`src/rtl/core/c2c_delay.sv`:
```
`timescale 1ns / 1ps
// ----------------------------------------------------------------------------
// c2c_delay
// Enabled shift line that keeps side data level with the longest pipeline
// path.
// ----------------------------------------------------------------------------
module c2c_delay #(
    parameter int WIDTH = 8,
    parameter int DEPTH = 4
) (
    input  logic             aclk,
    input  logic             en,
    input  logic [WIDTH-1:0] din,
    output logic [WIDTH-1:0] dout
);

    logic [WIDTH-1:0] line_reg [0:DEPTH-1];

    always_ff @(posedge aclk) begin
        if (en) begin
            line_reg[0] <= din;
            for (int i = 1; i < DEPTH; i++) begin
                line_reg[i] <= line_reg[i-1];
            end
        end
    end

    assign dout = line_reg[DEPTH-1];

endmodule

```
`config.mk`:
```
export PLATFORM = sky130hd
export DESIGN_NAME = c2c_delay
export DESIGN_NICKNAME = d
export VERILOG_FILES = /design/src/rtl/core/c2c_delay.sv
export SDC_FILE = /design/constraint.sdc
export NUM_CORES = 1
export LEC_CHECK = 0
export BUFFER_PORTS_ARGS = -buffer_cell sky130_fd_sc_hd__buf_2
export CAP_MARGIN = 20
export CORE_UTILIZATION = 52
export CTS_CLUSTER_DIAMETER = 120
export CTS_CLUSTER_SIZE = 16
export DETAILED_ROUTE_END_ITERATION = 7
export PLACE_DENSITY = 0.71
export SLEW_MARGIN = 30
export SYNTH_ARGS = -nofsm -noshare
export SYNTH_HDL_FRONTEND = slang
export SYNTH_SLANG_ARGS = --single-unit
```
`constraint.sdc`:
```
create_clock -name aclk -period 0.98 [get_ports aclk]
set_input_delay 0.049 -clock aclk [delete_from_list [all_inputs] [get_ports aclk]]
set_output_delay 0.049 -clock aclk [all_outputs]
set_load 0.05 [all_outputs]
```
# Word-level counts from Yosys, hierarchy flattened
# Memory sizes are Yosys's and may differ from the RTL's.
# Cells that the tools add are included.
# totals
register_bits	0
n_memories	1
ram_bits	32
latchBits	0
rom_bits	0
# memory_table
memory	words	width	read_ports	rd_ports_with_merged_regs	wr	line_no	rtl
line_reg	4	8	4	0	4	17	logic [WIDTH-1:0] line_reg [0:DEPTH-1];
# op_classes
n_eq_ne	0
magnitude_cmp	0
reduce_logical	0
addsub	0
shifts	0
n_bitwise	0
muxes	2
div	0
n_mul	0
# ops
operator	count
$mux 1	2

# Depth between registers and ports, before layout
# depth
word_depth	2
ltp_mapped	0
ltp_nobuf	0

# Worst setup path after synthesis
# Ideal clock, no wire load.
# synth_path
path_type	register to output
from	mem line_reg[3][0]
to	out dout[0]
t_arrival_ps	601
required_ps	931
path_buffers	0
stages_incl_launch_ff	1
setup_slack_ps	330
path_cell_list	edfxtp_1
# synth_rtl
element	line_no	rtl
start: declaration	17	
end: declaration	14	output logic [WIDTH-1:0] dout

==> results.sh <==
export IMPL_utilization_pct=72.90
export IMPL_hold_path_class="in -> reg"
export IMPL_largest_register_ffs=32
export IMPL_row_count=15
export IMPL_fmax_ghz=1.072
export IMPL_drt_total_wl_um=998
export IMPL_worst_slack_ps=46.96
export IMPL_io_buffers=17
export IMPL_num_vias=392
export IMPL_die_area_um2=2024
export IMPL_grt_pass1_vias=386
export IMPL_yosysWarnings=0
export IMPL_viasPerCell=4.308
export IMPL_synthCells=32
export IMPL_power_density_nw_per_um2=1926
export IMPL_maxCapViolCount=0
export IMPL_drtAntennaViolNets=0
export IMPL_ir_drop_v=0.001286
export IMPL_layout_cells_most_common="edfxtp_1"
export IMPL_area_growth_pct=30.99
export IMPL_syn_avg_cell_area_um2=30.03
export IMPL_path_delay_family="flip-flops"
export IMPL_crit_path_top_delay_cell="edfxtp_1"
export IMPL_setup_tns_final_ps=0
export IMPL_cts_tree="yes"
export IMPL_tightestPinTransition_ps=247.8
export IMPL_synth_cell_area_um2=960.9
export IMPL_wl_per_cell_um=10.97
export IMPL_grt_max_degree=18
export IMPL_synth_seq_cells=32
export IMPL_cts_buffer_depth=2
export IMPL_nMultiInputCombCells=0
export IMPL_coreArea_um2=1727
export IMPL_r2r_start="line_reg[1][6]"
export IMPL_critPathLaunch="line_reg[3][5]"
export IMPL_hold_start="en"
export IMPL_p_total_mw=2.424
export IMPL_drcViolationCount=0
export IMPL_regArea_um2=960.9
export IMPL_clk_latency_ps=310
export IMPL_critPathCaptureType="primary output"
export IMPL_syn_nets=42
export IMPL_leakage_nw=0.4640
export IMPL_synth_area_top_cells="edfxtp_1 100%"
export IMPL_globalplace_congestion=0.6052
export IMPL_antenna_found_initial=0
export IMPL_cts_setup_buffers=0
export IMPL_drv_slew=0
export IMPL_drtIter0Drc=11
export IMPL_die_w_um=44.99
export IMPL_synth_cell_type_count=1
export IMPL_dp_slack_ps=323.0
export IMPL_layout_nets=76
export IMPL_root_buffer="clkbuf_4"
export IMPL_cp_required_ps=930
export IMPL_setup_viol=0
export IMPL_synth_seq_area_share_pct=100.0
export IMPL_crit_chain="buf_4"
export IMPL_die_h_um=44.99
export IMPL_synth_top_area_share_pct=100.0
export IMPL_antenna_cells=0
export IMPL_grt_usage_pct=12.82
export IMPL_finClkSkew_ps=8.032
export IMPL_arrival_ps=880
export IMPL_io_pins=18
export IMPL_status="complete, no violations"
export IMPL_fin_crit_ps=933.0
export IMPL_slowest_delay_ps=380
export IMPL_drive_gt1_share_pct=36.36
export IMPL_first_pass_iters=2
export IMPL_critPathLaunchType="register"
export IMPL_grt_ovfl_total=0
export IMPL_start_util_pct=55.65
export IMPL_yosysTopAreaCell="edfxtp_1"
export IMPL_post_route_period_util_pct=95.21
export IMPL_most_common_layout_cells="32 x edfxtp_1, 12 x buf_2, 8 x dlygate4sd3_1, 5 x clkbuf_4, 4 x buf_4"
export IMPL_path_clk_slew_ps=90
export IMPL_htreeDepth=2
export IMPL_crit_fanout=1
export IMPL_multi_input_area_um2=0
export IMPL_slew_limit_headroom_pct=83.60
export IMPL_critPathKind="reg -> out"
export IMPL_path_buf_inv=1
export IMPL_cts_sinks=32
export IMPL_hold_violations=0
export IMPL_grt_pass1_wl_um=1545
export IMPL_fillerInstances=110
export IMPL_cts_buffers=5
-- where the power goes --
part	switching, mW	total [mW]	leakage [nW]	internal [mW]
sequential	0.0195	1.63	0.313	1.61
clock	0.370	0.619	0.0261	0.250
combinational	0.106	0.175	0.125	0.0694
-- worst paths after layout --
check                                       to  slack (ps)  depth (start not counted)
worst max-delay path                   dout[5]          50                          1
worst max register to register  line_reg[2][6]         350                          0
worst min register to register  line_reg[1][0]         410                          0
worst min-delay path            line_reg[1][6]         160                          2
-- kinds of logic (layout without fill, tap and decap cells) --
| family | after synthesis | after routing | share of synthesized area, % |
|---|---|---|---|
| flip-flops | 32 | 32 | 100.0 |
| buffers and inverters | 0 | 34 | 0 |
-- cell type report --
class,instances,share of cell area [%]
clock inverter,2,0.5964
tap,25,2.485
timing repair buffer,27,17.59
sequential,32,76.34
clock buffer,5,2.982
-- cells in the mapped netlist --
cell / number
edfxtp_1: 32
-- repair_timing --
| item | in CTS | in global routing |
|---|---|---|
| resized for setup | 0 | 11 |
| hold buffers | 8 | 0 |
| endpoints found under the hold margin | 8 | 0 |
| endpoints found under the setup margin | 0 | 5 |
-- metrics by stage --
stage,hold WS [ps],std cells,cell area (um^2)
floorplan,147.9,32,960.9
global placement,227.1,76,1117
detailed placement,227.1,76,1117
CTS,147.0,91,1242
global route,152.5,91,1259
finish,159.0,91,1259
-- per-layer routing --
| metal | part of all wire (%) | vias to the layer above | track usage, % |
|---|---|---|---|
| li1 | - | 198 | - |
| met1 | 38 | 168 | 10.76 |
| met2 | 52 | 24 | 20.87 |
| met3 | 8.3 | 2 | 7.600 |
| met4 | 1.3 | 0 | 10.91 |
| met5 | 0 | - | 0 |
(Power assumes the default switching activity.)
